## config.mk

```make
export PLATFORM = sky130hd
export DESIGN_NAME = sab_cmp
export DESIGN_NICKNAME = d
export VERILOG_FILES = /design/src/sv/sab_pkg.sv /design/src/sv/sab_cmp.sv
export SDC_FILE = /design/constraint.sdc
export NUM_CORES = 1
export LEC_CHECK = 0
export BUFFER_PORTS_ARGS = -buffer_cell sky130_fd_sc_hd__buf_2
export CAP_MARGIN = 10
export CORE_MARGIN = 1.5
export CORE_UTILIZATION = 38
export DETAILED_ROUTE_END_ITERATION = 8
export PLACE_DENSITY = 0.92
export SYNTH_ARGS = -nofsm -noshare
export SYNTH_HDL_FRONTEND = slang
export SYNTH_SLANG_ARGS = --single-unit
```

## constraint.sdc

```tcl
create_clock -name vclk -period 1.5
set_clock_uncertainty 0.2 [all_clocks]
set_input_delay 0.075 -clock vclk [all_inputs]
set_output_delay 0.075 -clock vclk [all_outputs]
set_load 0.05 [all_outputs]
```

## src/sv/sab_pkg.sv

```systemverilog
// shared constants and types for the suffix array builder
package sab_pkg;

   localparam int POS_W = 12;
   localparam int LEN_W = 13;
   localparam int RND_W = 4;
   localparam int BYTE_W = 8;

   localparam logic ACT_APPEND = 1'b0;
   localparam logic ACT_READ = 1'b1;

   localparam logic KIND_REPORT = 1'b0;
   localparam logic KIND_READ = 1'b1;

   localparam logic [RND_W-1:0] RND_MAX = 4'hF;

   typedef struct packed {
      logic less;
      logic pair_eq;
   } cmp_res_type;

endpackage

```

## src/sv/sab_cmp.sv

```systemverilog
// shared entry comparator: order on (first, second, start) and key pair equality
module sab_cmp #(
   parameter int EW = 38,
   parameter int AW = 12
) (
   input  logic [EW-1:0]             a,
   input  logic [EW-1:0]             b,
   output sab_pkg::cmp_res_type      res
);
   import sab_pkg::*;

   // entries are packed first key high, start low, so one compare gives the order
   always_comb begin
      res.less = a < b;
      res.pair_eq = a[EW-1:AW] == b[EW-1:AW];
   end
endmodule

```

==> impl_metrics.tcl <==
set metrics [dict create \
    outcome "finished with violations" \
    violations "negative setup slack" \
    grt_antenna_before_repair 0 \
    maxCapViolations 0 \
    grt_pass1_wl_mm 4.61 \
    pre_cts_slack_ns -0.376 \
    fin_util_pct 77.1 \
    drt_iter0_drc 7 \
    place_congestion 0.711 \
    yosysSeqAreaShare_pct 0 \
    cpMaxStageDelayCell "or2_2" \
    hold_viol_final 0 \
    synth.cell_area_um2 981 \
    slew_viol_final 0 \
    power_leakage_nw 1.01 \
    crit_required_ns 1.22 \
    gr-total-overflow 0 \
    finalCritPeriodShare_pct 119 \
    critical_path.endpoint_type "output pin" \
    n_antenna_cell 0 \
    final_antenna_net_count 0 \
    cp_cell_sequence "buf_2 > ha_4 > nand4_4 > buf_4 > or2_2 > o221ai_2 > a21oi_4 > buf_8" \
    clock_buffers 0 \
    core.rowCount 18 \
    whs_path_depth 8 \
    worst_path_largest_cell_delay_ns 0.31 \
    yosys_warnings 0 \
    synth-simple-area-share_pct 19.5 \
    fin_tns_setup_ns -0.511 \
    post-route-min-period_ns 1.78 \
    die_w_um 53.8 \
    synth_top_family_by_area "adder cells" \
    irDropWorstVdd_mv 0.202 \
    place_area_mm2 0.00170 \
    grt_max_degree 4 \
    drive_gt1_share_pct 58.8 \
    core_mm2 0.00245 \
    design_area_mm2 0.00189 \
    die_area_mm2 0.00289 \
    vias_per_cell 4.87 \
    synth_compound_area_share_pct 18.8 \
    synth.mux.area_fraction_pct 0 \
    crit_path_start_kind "input port" \
    min_path_type "input port to output pin" \
    design.seq.count 0 \
    portBuffers 78 \
    post_drt_wl_per_cell_um 11.6 \
    hpwl_mm 2.55 \
    hold_path_startpoint "a[13]" \
    seqCellArea_um2 0 \
    firstDrtPassIters 4 \
    fmaxAchievable_mhz 562 \
    syn_inst 139 \
    die_y_um 53.8 \
    syn_avg_cell_area_um2 7.06 \
    nets 341 \
    syn_to_final_growth_pct 92.9 \
    synthXorXnorAreaFrac_pct 0 \
    cp_top_family "buffers and inverters" \
    path_buf_inv 3 \
    grt_usage_pct 21.0 \
    setup_violations 2 \
    holdPathEnd "res[1]" \
    io_pins 78 \
    synth_adder_area_share_pct 47.2 \
    drcViolationCount 0 \
    power.density_mw_per_mm2 289 \
    grt_pass1_vias 1166 \
    initial_core_util_pct 40.0 \
    syn_nets 252 \
    maxSlewHeadroom_pct 82.1 \
    layout_setup_ws_ns -0.278 \
    critical_path_class "input port to output pin" \
    worst-path-max-fanout 3 \
    worstPathArrival_ns 1.50 \
    rsz0062_at_grt "yes" \
    synth.distinct_cells 23 \
    wl_mm 2.97 \
    tightest_slew_ns 0.266 \
    vias 1247 \
]
-- where the power goes --
group / switching [mW] / leakage (nW) / total, mW / internal [mW]
Sequential: 0 / 0 / 0 / 0
Combinational: 0.249 / 1.01 / 0.546 / 0.297
Clock: 0 / 0 / 0 / 0
-- cell usage in the layout, fill, tap and decap left out, types with 3 or more instances in the layout --
| cell type | netlist | layout |
|---|---|---|
| a211oi_2 | 0 | 5 |
| a21oi_1 | 16 | 13 |
| buf_2 | 0 | 62 |
| buf_4 | 0 | 8 |
| buf_6 | 0 | 16 |
| ha_1 | 37 | 23 |
| ha_4 | 0 | 14 |
| inv_1 | 38 | 26 |
| inv_2 | 0 | 6 |
| inv_4 | 0 | 5 |
| nand2_1 | 8 | 8 |
| nand3_1 | 5 | 3 |
| nor2_1 | 7 | 7 |
| o21ai_0 | 7 | 3 |
| o21ai_1 | 0 | 3 |
-- tightest hold or removal path: cells and delay by family --
kind | cells | cell delay [ns]
adders and majority gates | 1 | 0.13
buffers and inverters | 2 | 0.22
AOI/OAI and AO/OA | 5 | 0.29
-- per-layer routing --
layer  track usage (%)  vias to the layer above  wire length, um
li1                  -                      653                -
met1              22.6                      534             1080
met2              43.1                       54             1570
met3              1.67                        6              254
met4              4.70                        0               68
met5                 0                        -                0
-- cells by family (layout without fill, tap and decap cells) --
logic type | count (synthesis) | after routing
buffers and inverters | 38 | 125
adders and majority gates | 37 | 37
AOI/OAI and AO/OA | 32 | 32
and+or+nand+nor | 32 | 32
-- Yosys cell counts, drive strengths merged --
| master | n | area share, % |
|---|---|---|
| a211oi | 5 | 3.8 |
| a21o | 1 | 0.77 |
| a21oi | 16 | 8.2 |
| ha | 37 | 47 |
| inv | 38 | 15 |
| nand2 | 10 | 4.8 |
| nand2b | 1 | 0.64 |
| nand3 | 6 | 3.6 |
| nand4 | 3 | 2.6 |
| nor2 | 7 | 2.7 |
| nor2b | 1 | 0.64 |
| nor3 | 1 | 0.51 |
| nor4 | 2 | 3.4 |
| o211ai | 1 | 0.77 |
| o21a | 1 | 0.77 |
| o21ai | 7 | 3.6 |
| o221ai | 1 | 0.89 |
| or2 | 1 | 0.64 |
-- timing repair --
action	in CTS	in global routing
setup buffers	2	0
hold buffers	0	0
endpoints found under the setup margin	2	2
cloned	0	0
resized for setup	29	9
pin swaps	14	6
-- layout make-up --
cell class,instances,area [um2]
multi-input combinational,101,1120
timing repair buffer,87,566
fill,190,563
inverter,38,168
tap,30,37.5
-- worst max path at each step --
stage	start	end	slack, ns	depth (start not counted)
finish	a[37]	res[1]	-0.28	8
detailed placement	b[15]	res[1]	-0.38	9
global route	b[33]	res[1]	-0.32	9
global placement	b[27]	res[1]	-0.34	9
CTS	b[31]	res[1]	-0.28	9
floorplan	b[27]	res[0]	-0.05	6
-- through the flow --
stage,total power [mW],cells,hold slack [ns]
after floorplan,0.276,139,0.367
after global placement,0.446,254,0.651
after detailed placement,0.465,254,0.656
after CTS,0.521,256,0.581
after global routing,0.609,256,0.617
final,0.546,256,0.594
(Power assumes the default switching activity.)
